[config.mk]
export PLATFORM = sky130hd
export DESIGN_NAME = tcp_syn_os_fingerprinter_top
export DESIGN_NICKNAME = d
export VERILOG_FILES = /design/src/design/tsf_pkg.sv /design/src/design/tcp_syn_os_fingerprinter_top.sv /design/src/design/tsf_classify.sv /design/src/design/tsf_core.sv
export SDC_FILE = /design/constraint.sdc
export NUM_CORES = 1
export LEC_CHECK = 0
export CORE_ASPECT_RATIO = 1.5
export CORE_MARGIN = 2
export CORE_UTILIZATION = 52
export CTS_CLUSTER_DIAMETER = 40
export DETAILED_ROUTE_END_ITERATION = 10
export DONT_BUFFER_PORTS = 1
export PLACE_DENSITY = 0.68
export SLEW_MARGIN = 10
export SYNTH_ARGS = -nofsm -noshare
export SYNTH_HDL_FRONTEND = slang
export SYNTH_SLANG_ARGS = --single-unit
[constraint.sdc]
create_clock -name clk_i -period 22.4 [get_ports clk_i]
set_input_delay 1.12 -clock clk_i [delete_from_list [all_inputs] [get_ports clk_i]]
set_output_delay 1.12 -clock clk_i [all_outputs]
set_load 0.02 [all_outputs]
[src/design/tsf_pkg.sv]
`timescale 1ns / 1ps
// Shared types and constants of the TCP SYN fingerprinter.
// No dependencies; used by tsf_classify, tsf_core and the top level.
package tsf_pkg;

  typedef enum logic {
    OP_HEADER = 1'b0,
    OP_OPTION = 1'b1
  } tsf_op_e;

  typedef enum logic [2:0] {
    CLS_UNKNOWN = 3'd0,
    CLS_A       = 3'd1,
    CLS_B       = 3'd2,
    CLS_C       = 3'd3,
    CLS_D       = 3'd4,
    CLS_E       = 3'd5
  } tsf_class_e;

  localparam int unsigned NUM_CHECK = 14;
  localparam int unsigned NUM_CLASS = 6;
  localparam int unsigned POS_W     = 6;
  localparam int unsigned TOTAL_W   = 32;

  localparam logic [7:0] PROTO_UDP = 8'd17;
  localparam logic [7:0] PROTO_TCP = 8'd6;
  localparam logic [3:0] DOFF_MIN  = 4'd5;
  localparam logic [POS_W-1:0] HDR_BYTES = 6'd20;

  // Offset / value pairs checked against the option bytes.
  localparam logic [POS_W-1:0] CHK_POS [NUM_CHECK] = '{
    6'd0, 6'd4, 6'd4, 6'd5, 6'd5, 6'd6, 6'd6,
    6'd8, 6'd9, 6'd10, 6'd10, 6'd16, 6'd17, 6'd20
  };
  localparam logic [7:0] CHK_VAL [NUM_CHECK] = '{
    8'd2, 8'd1, 8'd4, 8'd1, 8'd3, 8'd4, 8'd8,
    8'd1, 8'd1, 8'd4, 8'd8, 8'd1, 8'd3, 8'd4
  };

  // Required match bits and option lengths of each signature.
  localparam logic [NUM_CHECK-1:0] SIG_A = 14'b00_0000_0010_1011;
  localparam logic [NUM_CHECK-1:0] SIG_B = 14'b00_0011_1001_0011;
  localparam logic [NUM_CHECK-1:0] SIG_C = 14'b10_0101_1001_0011;
  localparam logic [NUM_CHECK-1:0] SIG_D = 14'b01_1000_0100_0101;
  localparam logic [NUM_CHECK-1:0] SIG_E = 14'b01_1000_0100_1011;

  localparam logic [POS_W-1:0] LEN_A  = 6'd8;
  localparam logic [POS_W-1:0] LEN_B  = 6'd12;
  localparam logic [POS_W-1:0] LEN_C  = 6'd24;
  localparam logic [POS_W-1:0] LEN_DE = 6'd20;

  typedef struct packed {
    tsf_op_e    op;
    logic [7:0] protocol;
    logic       syn_flag;
    logic       ack_flag;
    logic [3:0] data_offset;
    logic [7:0] option_byte;
  } tsf_item_t;

  typedef struct packed {
    logic [NUM_CHECK-1:0] bits;
    logic [POS_W-1:0]     pos;
    logic                 last;
    tsf_class_e           os_class;
  } tsf_match_t;

  typedef struct packed {
    tsf_class_e         os_class;
    logic               classified;
    logic [TOTAL_W-1:0] pkt_total;
    logic [TOTAL_W-1:0] tcp_total;
    logic [TOTAL_W-1:0] udp_total;
    logic [TOTAL_W-1:0] class_total;
  } tsf_result_t;

endpackage

[src/design/tcp_syn_os_fingerprinter_top.sv]
`timescale 1ns / 1ps
// Top level of the passive TCP SYN fingerprinter: stream ports, input register, core.
// Depends on tsf_pkg and tsf_core.
//
//  Channel  | Dir | Handshake              | Payload
//  ---------+-----+------------------------+------------------------------------------
//  s_axis   | in  | s_axis_tvalid/_tready  | tuser = op, tdata = header or option fields
//  m_axis   | out | m_axis_tvalid/_tready  | tuser = classified, tdata = class + totals
//
// One item per cycle sustained while m_axis_tready is high. An item waits in the
// input register until the core takes it; the core then updates capture state and
// counters and loads the result register, so m_axis_tvalid rises in the cycle after
// the core takes the item. Option bytes outside a capture, and bytes before the last
// of a capture, produce no result. Reset (rst_ni low, asynchronous) clears capture
// state, all counters and both valid flags. With the result register full and
// m_axis_tready low, the input register still takes one item, then stalls.
module tcp_syn_os_fingerprinter_top #(
  parameter int unsigned COUNT_WIDTH = 32
) (
  input  logic         clk_i,
  input  logic         rst_ni,
  input  logic         s_axis_tvalid,
  output logic         s_axis_tready,
  // [7:0] protocol, [8] syn_flag, [9] ack_flag, [13:10] data_offset,
  // [21:14] option_byte, [23:22] zero
  input  logic [23:0]  s_axis_tdata,
  // [0] op
  input  logic [0:0]   s_axis_tuser,
  output logic         m_axis_tvalid,
  input  logic         m_axis_tready,
  // [2:0] os_class, [34:3] pkt_total, [66:35] tcp_total, [98:67] udp_total,
  // [130:99] class_total, [135:131] zero
  output logic [135:0] m_axis_tdata,
  // [0] classified
  output logic [0:0]   m_axis_tuser
);

  logic                 in_valid_q, in_valid_d;
  tsf_pkg::tsf_item_t   item_q, item_in;
  logic                 take;
  tsf_pkg::tsf_result_t res;

  // Unpack the slave-side item.
  always_comb begin
    item_in.op          = tsf_pkg::tsf_op_e'(s_axis_tuser[0]);
    item_in.protocol    = s_axis_tdata[7:0];
    item_in.syn_flag    = s_axis_tdata[8];
    item_in.ack_flag    = s_axis_tdata[9];
    item_in.data_offset = s_axis_tdata[13:10];
    item_in.option_byte = s_axis_tdata[21:14];
  end

  // Input register empties when the core takes its item.
  assign s_axis_tready = !in_valid_q || take;

  always_comb begin
    in_valid_d = in_valid_q && !take;
    if (s_axis_tvalid && s_axis_tready) begin
      in_valid_d = 1'b1;
    end
  end

  always_ff @(posedge clk_i or negedge rst_ni) begin
    if (!rst_ni) begin
      in_valid_q <= 1'b0;
    end else begin
      in_valid_q <= in_valid_d;
    end
  end

  always_ff @(posedge clk_i) begin
    if (s_axis_tvalid && s_axis_tready) begin
      item_q <= item_in;
    end
  end

  tsf_core #(
    .COUNT_WIDTH (COUNT_WIDTH)
  ) u_core (
    .clk_i        (clk_i),
    .rst_ni       (rst_ni),
    .item_valid_i (in_valid_q),
    .item_i       (item_q),
    .take_o       (take),
    .res_valid_o  (m_axis_tvalid),
    .res_ready_i  (m_axis_tready),
    .res_o        (res)
  );

  // Pack the master-side item.
  assign m_axis_tdata = {5'b0, res.class_total, res.udp_total, res.tcp_total,
                         res.pkt_total, res.os_class};
  assign m_axis_tuser = res.classified;

endmodule

[src/design/tsf_classify.sv]
`timescale 1ns / 1ps
// Option byte compare and signature pick for one capture step.
// Depends on tsf_pkg.
module tsf_classify (
  input  logic [tsf_pkg::POS_W-1:0]     pos_i,
  input  logic [tsf_pkg::POS_W-1:0]     len_i,
  input  logic [tsf_pkg::NUM_CHECK-1:0] bits_i,
  input  logic [7:0]                    byte_i,
  output tsf_pkg::tsf_match_t           match_o
);

  logic [tsf_pkg::NUM_CHECK-1:0] bits_nx;
  logic [tsf_pkg::POS_W-1:0]     pos_nx;

  always_comb begin
    bits_nx = bits_i;
    for (int k = 0; k < tsf_pkg::NUM_CHECK; k++) begin
      if (pos_i == tsf_pkg::CHK_POS[k] && byte_i == tsf_pkg::CHK_VAL[k]) begin
        bits_nx[k] = 1'b1;
      end
    end
  end

  assign pos_nx = pos_i + 1'b1;

  always_comb begin
    match_o.bits = bits_nx;
    match_o.pos  = pos_nx;
    match_o.last = (pos_nx >= len_i);
    // First listed signature wins.
    if (len_i == tsf_pkg::LEN_A && (bits_nx & tsf_pkg::SIG_A) == tsf_pkg::SIG_A) begin
      match_o.os_class = tsf_pkg::CLS_A;
    end else if (len_i == tsf_pkg::LEN_B && (bits_nx & tsf_pkg::SIG_B) == tsf_pkg::SIG_B) begin
      match_o.os_class = tsf_pkg::CLS_B;
    end else if (len_i == tsf_pkg::LEN_C && (bits_nx & tsf_pkg::SIG_C) == tsf_pkg::SIG_C) begin
      match_o.os_class = tsf_pkg::CLS_C;
    end else if (len_i == tsf_pkg::LEN_DE
                 && (bits_nx & tsf_pkg::SIG_D) == tsf_pkg::SIG_D) begin
      match_o.os_class = tsf_pkg::CLS_D;
    end else if (len_i == tsf_pkg::LEN_DE
                 && (bits_nx & tsf_pkg::SIG_E) == tsf_pkg::SIG_E) begin
      match_o.os_class = tsf_pkg::CLS_E;
    end else begin
      match_o.os_class = tsf_pkg::CLS_UNKNOWN;
    end
  end

endmodule

[src/design/tsf_core.sv]
`timescale 1ns / 1ps
// Capture state, packet and class counters, and the result register.
// Depends on tsf_pkg and tsf_classify.
module tsf_core #(
  parameter int unsigned COUNT_WIDTH = 32
) (
  input  logic                clk_i,
  input  logic                rst_ni,
  input  logic                item_valid_i,
  input  tsf_pkg::tsf_item_t  item_i,
  output logic                take_o,
  output logic                res_valid_o,
  input  logic                res_ready_i,
  output tsf_pkg::tsf_result_t res_o
);

  localparam int unsigned EXT_W = 64;

  logic                          cap_q, cap_d;
  logic [tsf_pkg::POS_W-1:0]     len_q, len_d;
  logic [tsf_pkg::POS_W-1:0]     pos_q, pos_d;
  logic [tsf_pkg::NUM_CHECK-1:0] bits_q, bits_d;
  logic [COUNT_WIDTH-1:0]        ip_q, ip_d, tcp_q, tcp_d, udp_q, udp_d;
  logic [COUNT_WIDTH-1:0]        cls_cnt_q [tsf_pkg::NUM_CLASS];
  logic [COUNT_WIDTH-1:0]        cls_cnt_d [tsf_pkg::NUM_CLASS];
  logic                          res_valid_q, res_valid_d;
  tsf_pkg::tsf_result_t          res_q, res_d;

  tsf_pkg::tsf_match_t  match;
  tsf_pkg::tsf_class_e  cls_sel;
  logic                 cls_inc;
  logic                 emit;
  logic                 is_hdr;
  logic [COUNT_WIDTH-1:0] cls_new;
  logic [EXT_W-1:0]     ip_ext, tcp_ext, udp_ext, cls_ext;

  tsf_classify u_classify (
    .pos_i   (pos_q),
    .len_i   (len_q),
    .bits_i  (bits_q),
    .byte_i  (item_i.option_byte),
    .match_o (match)
  );

  assign is_hdr = (item_i.op == tsf_pkg::OP_HEADER);
  assign take_o = item_valid_i && (!res_valid_q || res_ready_i);

  always_comb begin
    cap_d   = cap_q;
    len_d   = len_q;
    pos_d   = pos_q;
    bits_d  = bits_q;
    ip_d    = ip_q;
    tcp_d   = tcp_q;
    udp_d   = udp_q;
    cls_sel = tsf_pkg::CLS_UNKNOWN;
    cls_inc = 1'b0;
    emit    = 1'b0;
    if (is_hdr) begin
      emit  = 1'b1;
      cap_d = 1'b0;
      ip_d  = ip_q + 1'b1;
      if (item_i.protocol == tsf_pkg::PROTO_UDP) begin
        udp_d = udp_q + 1'b1;
      end else if (item_i.protocol == tsf_pkg::PROTO_TCP) begin
        tcp_d = tcp_q + 1'b1;
        if (item_i.syn_flag && !item_i.ack_flag) begin
          pos_d  = '0;
          bits_d = '0;
          if (item_i.data_offset >= tsf_pkg::DOFF_MIN) begin
            len_d = {item_i.data_offset, 2'b00} - tsf_pkg::HDR_BYTES;
          end else begin
            len_d = '0;
          end
          if (len_d == '0) begin
            cls_inc = 1'b1;   // no options: unknown right away
          end else begin
            cap_d = 1'b1;
          end
        end
      end
    end else if (cap_q) begin
      bits_d = match.bits;
      pos_d  = match.pos;
      if (match.last) begin
        cap_d   = 1'b0;
        emit    = 1'b1;
        cls_inc = 1'b1;
        cls_sel = match.os_class;
      end
    end
  end

  assign cls_new = cls_cnt_q[cls_sel] + 1'b1;

  always_comb begin
    for (int i = 0; i < tsf_pkg::NUM_CLASS; i++) begin
      cls_cnt_d[i] = cls_cnt_q[i];
    end
    if (cls_inc) begin
      cls_cnt_d[cls_sel] = cls_new;
    end
  end

  assign ip_ext  = EXT_W'(ip_d);
  assign tcp_ext = EXT_W'(tcp_d);
  assign udp_ext = EXT_W'(udp_d);
  assign cls_ext = EXT_W'(cls_new);

  always_comb begin
    res_d.os_class    = cls_sel;
    res_d.classified  = cls_inc;
    res_d.pkt_total   = ip_ext[tsf_pkg::TOTAL_W-1:0];
    res_d.tcp_total   = tcp_ext[tsf_pkg::TOTAL_W-1:0];
    res_d.udp_total   = udp_ext[tsf_pkg::TOTAL_W-1:0];
    res_d.class_total = cls_inc ? cls_ext[tsf_pkg::TOTAL_W-1:0] : '0;
  end

  always_comb begin
    res_valid_d = res_valid_q && !res_ready_i;
    if (take_o) begin
      res_valid_d = emit;
    end
  end

  always_ff @(posedge clk_i or negedge rst_ni) begin
    if (!rst_ni) begin
      cap_q       <= 1'b0;
      len_q       <= '0;
      pos_q       <= '0;
      bits_q      <= '0;
      ip_q        <= '0;
      tcp_q       <= '0;
      udp_q       <= '0;
      res_valid_q <= 1'b0;
      for (int i = 0; i < tsf_pkg::NUM_CLASS; i++) begin
        cls_cnt_q[i] <= '0;
      end
    end else begin
      res_valid_q <= res_valid_d;
      if (take_o) begin
        cap_q  <= cap_d;
        len_q  <= len_d;
        pos_q  <= pos_d;
        bits_q <= bits_d;
        ip_q   <= ip_d;
        tcp_q  <= tcp_d;
        udp_q  <= udp_d;
        for (int i = 0; i < tsf_pkg::NUM_CLASS; i++) begin
          cls_cnt_q[i] <= cls_cnt_d[i];
        end
      end
    end
  end

  always_ff @(posedge clk_i) begin
    if (take_o && emit) begin
      res_q <= res_d;
    end
  end

  assign res_valid_o = res_valid_q;
  assign res_o       = res_q;

  // A live capture always has bytes left to take.
  a_cap_pos: assert property (@(posedge clk_i) disable iff (!rst_ni)
    cap_q |-> (pos_q < len_q))
    else $error("capture position past option length");

  // An item that yields nothing leaves the result register empty.
  a_no_emit: assert property (@(posedge clk_i) disable iff (!rst_ni)
    (take_o && !emit) |=> !res_valid_q)
    else $error("stale result after silent item");

  // Every header produces a result.
  a_hdr_res: assert property (@(posedge clk_i) disable iff (!rst_ni)
    (take_o && is_hdr) |=> res_valid_q)
    else $error("header item lost its result");

  // An unfinished result carries no class.
  a_unclass: assert property (@(posedge clk_i) disable iff (!rst_ni)
    (res_valid_q && !res_q.classified)
      |-> (res_q.os_class == tsf_pkg::CLS_UNKNOWN && res_q.class_total == '0))
    else $error("class fields set on unclassified result");

endmodule

# Yosys cells after proc, flatten, opt, wreduce, memory -nomap -nowiden
# Index checks and enable logic that the tools add are counted.
# Widths: inputs -> output; s select.
# op_classes
add_sub_neg,6
n_mul,0
div,0
magnitude_cmp,4
eq_ne,27
n_shift,0
n_mux,66
bitwise,3
reduce_logical,40
# op_table
operator,count
$mux 32,9
$bwmux 192,1
$add 32x1->32 const B,4
$bmux 32 s3,1
$demux 32 s3,1
$mux 14,5
$mux 6,10
$mux 1,31
$eq 6x4->1 const B,5
$eq 6x5->1 const B,5
$logic_and 1x1->1,26
$mux 3,8
$eq 6x3->1 const B,3
$eq 8x2->1 const B,2
$eq 8x3->1 const B,2
$eq 6x6->1 const B,2
$logic_not 6->1,2
$reduce_and 5->1,2
$eq 8x1->1 const B,1
$eq 8x4->1 const B,1
$eq 8x5->1 const B,1
$eq 7x7->1 const B,1
$add 6x1->6 const B,1
$ge 6x6->1,1
14 further kinds,21
# word_totals
ff_bits,472
latchBits,0
ramBits,0
romBits,0
in_bits,29
output_inout_bits,139
word_cells,173
mem_count,0

# Depth between registers and ports, before layout
# Gate-level depths: netlist (run 1).
# depth
ltp_word,19
mapped_depth,24
depth_no_buf,17

# Modules after synthesis
# A second synthesis (run 1) with hierarchy kept.
# unflattened
hier_cells,1970
hier_area_um2,21514.4
# by_module_without_submodules
module,instances,cells_each,area_each_um2,seq_area_each_um2
tsf_core,1,1842,20041.7,11821.3
tcp_syn_os_fingerprinter_top,1,33,785.8,715.7
tsf_classify,1,95,686.9,0.0

# Worst setup path after synthesis (run 1)
# OpenSTA, ideal clock, no wires.
# synth_path
path_kind,input port to flip-flop
startpoint,input port m_axis_tready
endpoint,register u_core.res_q (netlist bit u_core.res_o[0]) (enable)
setup_ps,624
arrival_ps,7254
t_required_ps,21776
setup_slack_ps,14522
path_stages,5
path_cell_list,nand2b_1 -> nand2_1 -> buf_1 -> buf_1 -> nor2_1
# synth_via
elab_chain_cells,3
# synth_lines
item,line_no,text
from (decl),tcp_syn_os_fingerprinter_top.sv:30,"input logic m_axis_tready,"
$logic_or 1x1->1,tsf_core.sv:46,assign take_o = item_valid_i && (!res_valid_q || res_ready_i);
$logic_and 1x1->1,tsf_core.sv:46,
$logic_and 1x1->1,tsf_core.sv:157,if (take_o && emit) begin
to (signal assigned),tsf_core.sv:158,res_q <= res_d;
to (decl),tsf_core.sv:27,"tsf_pkg::tsf_result_t res_q, res_d;"
# No other way between the ends.
# A chain may end at the register's enable or synchronous reset.

# Worst setup path in the final report (run 1)
# layout_path
startpoint,register u_core.pos_q[0] (netlist name)
endpoint,register u_core.cls_cnt_q[146] (netlist name)
# layout_via
elab_chain_cells,19
elab_cells_between_ends,73
# layout_lines
item,line_no,text
from (decl),tsf_core.sv:21,"logic [tsf_pkg::POS_W-1:0] pos_q, pos_d;"
from (signal assigned),tsf_core.sv:144,pos_q <= pos_d;
"$eq 6x3->1, or another cell as far along",tsf_classify.sv:18,if (pos_i == tsf_pkg::CHK_POS[k] && byte_i == tsf_pkg::CHK_VAL[k]) begin
$logic_and 1x1->1,tsf_classify.sv:18,
$mux 1,tsf_classify.sv:18,
$eq 6x6->1,tsf_classify.sv:41,&& (bits_nx & tsf_pkg::SIG_E) == tsf_pkg::SIG_E) begin
$logic_and 1x1->1,tsf_classify.sv:41,
$mux 3,tsf_classify.sv:40,end else if (len_i == tsf_pkg::LEN_DE
$mux 3,tsf_classify.sv:37,end else if (len_i == tsf_pkg::LEN_DE
$mux 3,tsf_classify.sv:35,end else if (len_i == tsf_pkg::LEN_C && (bits_nx & tsf_pkg::SIG_C) == tsf_pkg::SIG_C) begin
(+3 left out),-,
$mux 3,tsf_core.sv:82,end else if (cap_q) begin
$mux 3,tsf_core.sv:59,if (is_hdr) begin
$not 3->4 (not written as such),"tsf_core.sv:94, tsf_core.sv:101",
"$bmux 32 s3, or another cell as far along",tsf_core.sv:94,assign cls_new = cls_cnt_q[cls_sel] + 1'b1;
$mux 32 (not written as such) or $logic_and 1x1->1 (tied branches),"tsf_core.sv:94, tsf_core.sv:101",
$mux 32 (on tied branches),"tsf_core.sv:94, tsf_core.sv:101",
$add 32x1->32 or $demux 32 s3 (tied branches),"tsf_core.sv:94, tsf_core.sv:101",
$bwmux 192,tsf_core.sv:101,cls_cnt_d[cls_sel] = cls_new;
"to (signal, indexed assignment)",tsf_core.sv:150,cls_cnt_q[i] <= cls_cnt_d[i];
to (decl),tsf_core.sv:24,logic [COUNT_WIDTH-1:0] cls_cnt_q [tsf_pkg::NUM_CLASS];
# Several ways; a longest one is shown, not always the timed one. The select of a mux whose other input is x is not followed.

==> reports/qor.txt, run 1 <==
Worst Max-Slew Pin Slew - 1162 ps
fin. max-slew vios - 0
setup tns final - 0 ps
Final Cycle Share - 30.39%
fmax - 0.1469 GHz
number of setup buffers added after CTS - 0
number of DRC markers in iteration 0 - 957
initial core utilization - 52.79%
Max Buffers Root-to-Sink - 3
synth unique cells - 72
Routed WL - 46440 µm
gr usage total - 22.31%
Tightest Hold Check Type - in -> async
Post-DP HPWL - 28960 µm
worst-path fanout max - 42
CP required - 22810 ps
fraction of registers with async set/reset - 67.02%
drt first pass iters - 5
first-pass GRT wire length - 75930 µm
antenna violations before repair - 0
Final Hold Viols - 0
critical path's slowest cell - a22oi_4
Worst-path clk slew - 60 ps
R2R depth - 17
IO Port Bufs - 0
Arrival @ worst endpoint - 7210 ps
Netlist Area Pre-Place - 21280 µm²
clk_skew - 17.23 ps
Startpoint Class - register
Setup CP Type - reg -> reg
Overflow after GRT - 0
status - finished clean
setup violators final - 0
DRC viols - 0
post-synthesis sequential area ratio - 58.91%
max_slew headroom - 22.29%
die height - 251.8 µm
core area - 40310 µm²
reg2reg end - u_core.cls_cnt_q[146]
number of global-route vias before repair - 14310
Root Buffer - clkbuf_16
antenna-violating nets left - 0
Rows - 90
GP Congestion - 0.8523
vias - 14100
Syn Area/Cell - 10.77 µm²
post-CTS sizing - 0
most frequent cells in the layout - 374 x nand2_1, 315 x dfrtp_1, 199 x o21ai_0, 155 x edfxtp_1, 120 x nor2_1
min cycle time layout - 6808 ps
top-area cell type share of the netlist area - 37.04%
clk_lat worst skew - 570 ps
Main synth FF type - dfrtp_1
MaxCap Viol Count - 0
FF-to-FF Start - u_core.pos_q[0]
Post-Layout Cell Count - 2476
Synth Instances - 1975
share of layout cells above drive strength 1 - 6.958%
post-DR wirelength/cell - 18.76 µm
Vias/cell - 5.695
Synth area leader - dfrtp_1
layout net count - 1972
EDFF count, synth - 155
pin count of the biggest net entering global routing - 316
most common cell after layout, fill and taps aside - nand2_1
design area - 23150 µm²
Die ar. - 42590 µm²
pwr dens - 77.31 nW/µm²
R2R setup slack - 15590 ps
Sink Count - 470
Yosys reg bits - 470
leak pwr - 9.927 nW
placed cell areas - 21530 µm²
CTS tree - done
Synth area leaders - dfrtp_1 37%, edfxtp_1 22%, nand2_1 6.7%
htree depth - 2
Num CTS Buffers - 49
num ports - 168
Critical Path End Type - register
crit-path max cell delay - 810 ps
worst path cell trace - ha_1, xnor2_1, ha_1, a21bo_2, a21oi_1, o21ai_0, and3_1, a22oi_4, buf_4, nand2_1, a31oi_1, o21ai_0, nor4_2, and3_1, and3_1, xor2_1, o21ai_0
dpl cells - 2383
die width - 169.2 µm
Syn. warnings - 0
final hold slack - 248.4 ps
Layout area overhead - 8.802%
cts hold-fix bufs - 0
VDD IR max - 0.00005128 V
RSZ-0062 raised after global routing - false
## worst max path at each step
stage | from | endpoint | slack (ps) | cells after the start
2_1_floorplan | m_axis_tready | u_core.res_o[0] | 14520 | 5
3_3_place_gp | u_core.pos_q[0] | u_core.res_o[18] | 15720 | 17
3_5_place_dp | u_core.pos_q[0] | u_core.cls_cnt_q[146] | 15640 | 17
4_1_cts | u_core.pos_q[0] | u_core.cls_cnt_q[146] | 15620 | 17
5_1_grt | u_core.pos_q[0] | u_core.cls_cnt_q[146] | 15030 | 17
6_report | u_core.pos_q[0] | u_core.cls_cnt_q[146] | 15590 | 17
## critical path: cells and delay by family, from the launching register on
| kind | cells | cell delay, ps |
|---|---|---|
| simple gates | 5 | 2340 |
| compound gates | 7 | 1990 |
| xor+xnor | 2 | 710 |
| buf+inv | 1 | 630 |
| fa+ha+maj | 2 | 520 |
| flops | 1 | 440 |
## cell families (layout without fill, tap and decap cells)
group / count (synthesis) / after routing / synth area share, %
buffers and inverters: 156 / 146 / 3.281
DFF: 470 / 470 / 58.91
other: 1 / 6 / 0.01762
xor gates and xnor gates: 219 / 219 / 9.102
AOI/OAI and AO/OA: 329 / 329 / 9.454
muxes: 59 / 59 / 2.840
and+or+nand+nor: 726 / 726 / 15.51
adders and majority gates: 15 / 15 / 0.8819
## layout make-up
cell class,count,area [µm²]
Fill cell,3404,17160
Antenna cell,1,2.502
Timing Repair Buffer,13,97.59
Clock buffer,63,1371
Multi-Input combinational cell,1353,8112
Tap cell,506,633.1
Clock inverter,29,246.5
Sequential cell,470,12540
Inverter,41,153.9
## routing by layer
metal | vias up | GRT usage [%] | wire, µm
li1 | 6725 | - | -
met1 | 6899 | 27.34 | 18790
met2 | 382 | 39.73 | 23860
met3 | 95 | 3.576 | 2316
met4 | 0 | 8.010 | 1475
met5 | - | 0 | 0
## registers in the layout, summed over array words and instances (netlist names)
| name | count |
|---|---|
| u_core.len_q | 4 |
| in_valid_q | 1 |
| u_core.udp_q | 32 |
| u_core.res_valid_o | 1 |
| u_core.cls_cnt_q | 192 |
| u_core.res_o | 132 |
| u_core.cap_q | 1 |
| u_core.ip_q | 32 |
| item_q | 23 |
| u_core.bits_q | 14 |
| u_core.pos_q | 6 |
| u_core.tcp_q | 32 |
## synth_stat cells (all sizes together) (4+ instances only)
master	number
nor4b	5
nor4	11
xor2	105
a221oi	28
nand2b	4
o22ai	5
nor2	121
a221o	6
clkbuf	70
mux2	11
and4	7
nand4	25
nand2	380
nor3b	5
and2	9
nor3	22
a41oi	8
nand3	73
mux2i	48
and3	40
dfrtp	315
a21oi	19
xnor2	114
a31oi	12
a211oi	19
buf	45
ha	15
o21ai	205
edfxtp	155
nor2b	8
o31ai	8
inv	39
## per-stage QoR
step	utilization, %	setup WS [ps]	total power, W
floorplan	-	14520	0.0009887
global placement	53.41	15720	0.001000
detailed placement	53.41	15640	0.001002
CTS	57.43	15620	0.001811
global route	57.43	15030	0.001853
finish	57.43	15590	0.001790
## report_power, final
group | total (W) | internal [W] | switching (W) | leakage (nW)
logic | 0.0000409 | 0.0000133 | 0.0000276 | 3.23
registers | 0.000943 | 0.000913 | 0.0000297 | 5.91
clock network | 0.000806 | 0.000462 | 0.000345 | 0.785
total | 0.00179 | 0.00139 | 0.000402 | 9.93
Note: power is estimated with default switching activity, not from simulation.
==> run 2, diff against run 1 <==
==> constraint.sdc (replaced) <==
create_clock -name clk_i -period 7.1 [get_ports clk_i]
set_input_delay 0.355 -clock clk_i [delete_from_list [all_inputs] [get_ports clk_i]]
set_output_delay 0.355 -clock clk_i [all_outputs]
set_load 0.02 [all_outputs]
==> run 2 against run 1 <==
The run now ends with negative hold slack left. Clock-buffer cell count grew 3. Highest routed layer unchanged. Wire length up 0.81%. Register-to-register slack worse by 15000 ps. Maximum frequency is 12% higher. Worst setup slack got worse by 15000 ps. Core utilization is 0.85 points higher. Hold slack got worse by 770 ps. Critical path depth stayed put.
==> reports/qor.txt, run 2 (synthesis gave the netlist of run 1 again) <==
die height - 251.8 µm (unchanged)
Final Cycle Share - 85.85% (+55 points)
combinational power share - 2.5% (+0.2 points)
share of layout cells above drive strength 1 - 7.531% (+0.57 points)
Setup CP Type - reg -> reg
final antenna diode count - 0 (-1)
Max Buffers Root-to-Sink - 3 (unchanged)
htree depth - 2 (unchanged)
Overflow after GRT - 0 (unchanged)
Rows - 90 (unchanged)
cts hold-fix bufs - 24 (+24)
wl on met1 - 18840 µm (+0.29%)
post-DR wirelength/cell - 18.64 µm (-0.60%)
violated checks - negative hold slack
leak pwr - 10.10 nW (+1.8%)
Critical Path End Type - register
gr usage total - 22.19% (-0.12 points)
vias - 14230 (+0.93%)
design area - 23500 µm² (+1.5%)
fmax - 0.1641 GHz (+12%)
Tightest Hold Check Type - in -> async
most frequent cells in the layout - 374 x nand2_1, 315 x dfrtp_1, 199 x o21ai_0, 155 x edfxtp_1, 120 x nor2_1
Die ar. - 42590 µm² (unchanged)
first-pass GRT wire length - 75610 µm (-0.43%)
Clk pwr share - 44.9% (about the same)
Sequential Power Share - 52.6% (about the same)
antenna-violating nets left - 0 (unchanged)
placed cell areas - 21640 µm² (+0.48%)
met2 WL - 24690 µm (+3.5%)
crit-path max cell delay - 750 ps (-60 ps)
setup tns final - 0 ps (unchanged)
setup violators final - 0 (unchanged)
layout net count - 2008 (+1.8%)
antenna violations before repair - 0 (unchanged)
pin count of the biggest net entering global routing - 316 (unchanged)
DRC viols - 0 (unchanged)
core area - 40310 µm² (unchanged)
Final Power - 0.005657 W (+220%)
Vias/cell - 5.668 (-0.48%)
IO Port Bufs - 0 (unchanged)
internal power - 0.004386 W (+220%)
register name with the most flops - u_core.cls_cnt_q
number of setup buffers added after CTS - 0 (unchanged)
Worst-path clk slew - 60 ps (about the same)
pwr dens - 240.8 nW/µm² (+210%)
clk_skew - 14.99 ps (-2.234 ps)
num ports - 168 (unchanged)
Root Buffer - clkbuf_16
final hold slack - -517.7 ps (-766.1 ps)
MaxCap Viol Count - 0 (unchanged)
Layout area overhead - 10.41%
most common cell after layout, fill and taps aside - nand2_1
top sig layer - met4
fin. max-slew vios - 0 (unchanged)
critical path's slowest cell - a22oi_4
Worst Max-Slew Pin Slew - 1133 ps (-29.21 ps)
max_slew headroom - 24.48% (+2.2 points)
status - finished, violations left
Routed WL - 46810 µm (+0.81%)
clk_lat worst skew - 570 ps (about the same)
Largest register FFs - 192 (unchanged)
min cycle time layout - 6095 ps (-712.5 ps)
CTS tree - done
fillers - 3361 (-1.3%)
GP Congestion - 0.8180 (-4.0%)
Final Hold Viols - 315 (+315)
Arrival @ worst endpoint - 6380 ps (-830 ps)
number of global-route vias before repair - 14350 (+0.31%)
Sink Count - 470 (unchanged)
RSZ-0062 raised after global routing - false
initial core utilization - 52.79% (unchanged)
post-CTS sizing - 0 (unchanged)
worst path cell trace - ha_1, xnor2_1, ha_1, a21bo_2, a21oi_1, o21ai_0, and3_1, a22oi_4, buf_12, mux2_2, a21oi_1, a221o_1, nor4_1, and3_1, nand3_1, xnor2_1, nor2_1
CP required - 7380 ps (-15430 ps)
Startpoint Class - register
VDD IR max - 0.0001831 V (+260%)
sw frac - 22.46% (about the same)
switching pwr - 0.001271 W (+220%)
met3 WL - 2160 µm (-6.7%)
worst-path fanout max - 44 (+4.8%)
Post-DP HPWL - 29390 µm (+1.5%)
number of DRC markers in iteration 0 - 931 (-2.7%)
die width - 169.2 µm (unchanged)
drt first pass iters - 5 (unchanged)
Num CTS Buffers - 49 (unchanged)
run 2: critical path: cells and delay by family (launching register included):
family,cells,cell delay [ps]
flip-flops,1,430
AO/OA/AOI/OAI,6,1830
multiplexers,1,210
AND/OR/NAND/NOR,5,1830
adder cells (fa/ha/maj),2,510
buffers and inverters,1,360
XOR/XNOR,2,640
run 2: layer usage:
metal  vias up  global-route usage (%)
met1      6997                   26.48
met5         -                       0
li1       6785                       -
met4         0                   6.960
met2       369                   40.85
met3        81                   3.467
run 2: path summary, 6_finish.rpt:
path                                        from                    end  slack, ps  cells past startpoint
setup / recovery                 u_core.pos_q[0]       u_core.res_o[29]       1000                     17
hold / removal                            rst_ni        u_core.ip_q[21]       -520                      0
setup reg to reg                 u_core.pos_q[0]       u_core.res_o[29]       1000                     17
hold reg to reg            u_core.cls_cnt_q[183]  u_core.cls_cnt_q[183]        480                      2
max in group asynchronous                 rst_ni       u_core.tcp_q[31]       6870                      0
min in group clk_i                 m_axis_tready     u_core.res_valid_o         90                      2
run 2: through the flow:
step	hold WS, ps	cells	util [%]	worst slack (ps)
2_1_floorplan	59.41	1979	-	1697
3_3_place_gp	68.99	2395	53.67	1094
3_5_place_dp	69.22	2395	53.67	1044
4_1_cts	-535.5	2511	58.28	966.2
5_1_grt	-533.5	2511	58.28	608.1
6_report	-517.7	2511	58.28	1005
run 2: power by group through the flow:
stage               Clock (W)  Sequential [W]  Combinational (W)
floorplan                   0         0.00302          0.0000997
global placement            0         0.00302           0.000131
detailed placement          0         0.00303           0.000134
CTS                   0.00260         0.00297           0.000145
global route          0.00271         0.00298           0.000159
finish                0.00254         0.00297           0.000144
run 2: final cells by class:
| class | instances | area [µm²] | share of cell area [%] |
|---|---|---|---|
| flip-flops and latches | 470 | 12540 | 53.36 |
| multi-input cells | 1353 | 8112 | 34.52 |
| clock buffers | 66 | 1415 | 6.023 |
| well taps | 506 | 633.1 | 2.695 |
| repair buffers | 49 | 440.4 | 1.875 |
| clock inverters | 26 | 203.9 | 0.8680 |
| inverters | 41 | 153.9 | 0.6550 |
==> run 3, diff against run 2 <==
==> constraint.sdc (replaced) <==
create_clock -name clk_i -period 7.4 [get_ports clk_i]
set_input_delay 0.37 -clock clk_i [delete_from_list [all_inputs] [get_ports clk_i]]
set_output_delay 0.37 -clock clk_i [all_outputs]
set_load 0.02 [all_outputs]
==> run 3 against run 2 <==
The run still ends with negative hold slack left. Highest routed layer unchanged. Register-to-register slack worse by 20 ps. Final cell count is 0.40% lower. Largest cell class unchanged. Die area stayed put. Critical endpoint unchanged. Flip-flop and latch count stayed put. Hold slack better by 28 ps.
==> reports/qor.txt, run 3 (synthesis gave the netlist of run 1 again) <==
Post-DP HPWL - 29360 µm (-0.11%)
Critical Path End Type - register
number of setup buffers added after CTS - 0 (unchanged)
min cycle time layout - 6418 ps (+322.4 ps)
CTS tree - done
clk_skew - 14.14 ps (-0.8537 ps)
status - finished, violations left
initial core utilization - 52.79% (unchanged)
gr usage total - 22.34% (+0.15 points)
max_slew headroom - 21.73% (-2.8 points)
Layout area overhead - 9.948%
antenna-violating nets left - 0 (unchanged)
worst-path fanout max - 21 (-52%)
MaxCap Viol Count - 0 (unchanged)
share of layout cells above drive strength 1 - 6.817% (-0.71 points)
FF+latch area - 12540 µm² (unchanged)
Rows - 90 (unchanged)
Startpoint Class - register
Num CTS Buffers - 49 (unchanged)
pin count of the biggest net entering global routing - 316 (unchanged)
CP required - 7670 ps (+290 ps)
cts hold-fix bufs - 24 (unchanged)
final hold slack - -489.9 ps (+27.85 ps)
register name with the most flops - u_core.cls_cnt_q
layout net count - 2001 (-0.35%)
IO Port Bufs - 0 (unchanged)
RSZ-0062 raised after global routing - false
VDD IR max - 0.0001461 V (-20%)
Tightest Hold Check Type - in -> async
drt first pass iters - 7 (+2)
die width - 169.2 µm (unchanged)
Worst-path clk slew - 60 ps (about the same)
Overflow after GRT - 0 (unchanged)
first-pass GRT wire length - 75960 µm (+0.47%)
most used cell, CP - and3_1
fin. max-slew vios - 0 (unchanged)
DP Worst Slack - 1031 ps (-12.92 ps)
FF-to-FF Start - u_core.pos_q[0]
Max Buffers Root-to-Sink - 3 (unchanged)
setup violators final - 0 (unchanged)
Vias/cell - 5.704 (+0.64%)
worst setup margin - 982.5 ps (-22.43 ps)
Root Buffer - clkbuf_16
setup tns final - 0 ps (unchanged)
GP Congestion - 0.8220 (+0.49%)
die height - 251.8 µm (unchanged)
critical path's slowest cell - a22oi_4
post-CTS sizing - 0 (unchanged)
Sink Count - 470 (unchanged)
Setup CP Type - reg -> reg
num ports - 168 (unchanged)
number of DRC markers in iteration 0 - 1001 (+7.5%)
worst path cell trace - ha_1, xnor2_1, ha_1, a21bo_2, a21oi_1, o21ai_0, and3_1, a22oi_4, buf_4, mux2i_1, a221oi_1, and4_1, and3_1, and3_1, nand3_1, xnor2_1, nor2_1
area of the multi-input gates - 8112 µm² (unchanged)
antenna violations before repair - 0 (unchanged)
Final Hold Viols - 315 (unchanged)
clk_lat worst skew - 560 ps (about the same)
R2R depth - 17 (unchanged)
post-DR wirelength/cell - 18.95 µm (+1.6%)
Largest register FFs - 192 (unchanged)
most common cell after layout, fill and taps aside - nand2_1
most frequent cells in the layout - 374 x nand2_1, 315 x dfrtp_1, 199 x o21ai_0, 155 x edfxtp_1, 120 x nor2_1
vias - 14270 (+0.24%)
final antenna diode count - 0 (unchanged)
violated checks - negative hold slack
leak pwr - 10.03 nW (-0.70%)
pwr dens - 231.7 nW/µm² (-3.8%)
core area - 40310 µm² (unchanged)
Final Cycle Share - 86.72% (+0.88 points)
fmax - 0.1558 GHz (-5.0%)
DRC viols - 0 (unchanged)
fillers - 3349 (-0.36%)
Die ar. - 42590 µm² (unchanged)
Worst Max-Slew Pin Slew - 1174 ps (+41.30 ps)
Arrival @ worst endpoint - 6690 ps (+310 ps)
reg2reg end - u_core.res_o[29]
Final Power - 0.005422 W (-4.2%)
crit-path max cell delay - 870 ps (+120 ps)
R2R setup slack - 980 ps (-20 ps)
number of global-route vias before repair - 14350 (-0.028%)
Routed WL - 47390 µm (+1.2%)
htree depth - 2 (unchanged)
## run 3: cell count changes in the layout (fill, tap and decap cells not counted), sizes merged
cell	change
bufinv	+3
clkinvlp	-1
buf	-7
inv	-3
clkbuf	-2
## run 3: layout make-up
type / instances / area share, %
sequential: 470 / 53.58
inverter: 41 / 0.6578
clock inverter: 25 / 1.171
timing repair buffer: 42 / 1.604
multi-input combinational: 1353 / 34.67
tap: 506 / 2.706
clock buffer: 64 / 5.610
## run 3: per-stage QoR
step / cells / utilization, % / cell area [µm²]
final: 2501 / 58.04 / 23400
after global routing: 2501 / 58.04 / 23400
after CTS: 2501 / 58.04 / 23400
after detailed placement: 2388 / 53.51 / 21570
after global placement: 2388 / 53.51 / 21570
after floorplan: 1979 / - / 21300
## run 3: report_power, final
group / internal, W / switching (W) / total [W]
Clock: 0.00140 / 0.00102 / 0.00243
Combinational: 0.0000490 / 0.0000885 / 0.000137
Sequential: 0.00276 / 0.0000908 / 0.00285
## run 3: metal layers
layer,track usage (%),up-vias,part of all wire [%]
met2,40.34,370,52
met1,26.32,7011,40
met5,0,-,0
li1,-,6771,-
met4,8.742,0,3.4
met3,3.937,114,5.1
## run 3: worst max path at each step
stage,depth (start not counted),to,start
6_report,17,u_core.res_o[29],u_core.pos_q[0]
5_1_grt,17,u_core.cls_cnt_q[154],u_core.pos_q[0]
4_1_cts,17,u_core.res_o[29],u_core.pos_q[0]
3_5_place_dp,17,u_core.res_o[29],u_core.pos_q[0]
3_3_place_gp,17,u_core.res_o[29],u_core.pos_q[0]
2_1_floorplan,9,u_core.res_o[0],u_core.pos_q[0]
## run 3: critical path: cells and delay by family (launching register included)
kind                     cells  cell delay [ps]
multiplexers                 1              120
adder cells (fa/ha/maj)      2              520
AO/OA/AOI/OAI                5             1900
flip-flops                   1              440
AND/OR/NAND/NOR              6             2060
XOR/XNOR                     2              650
buffers and inverters        1              430
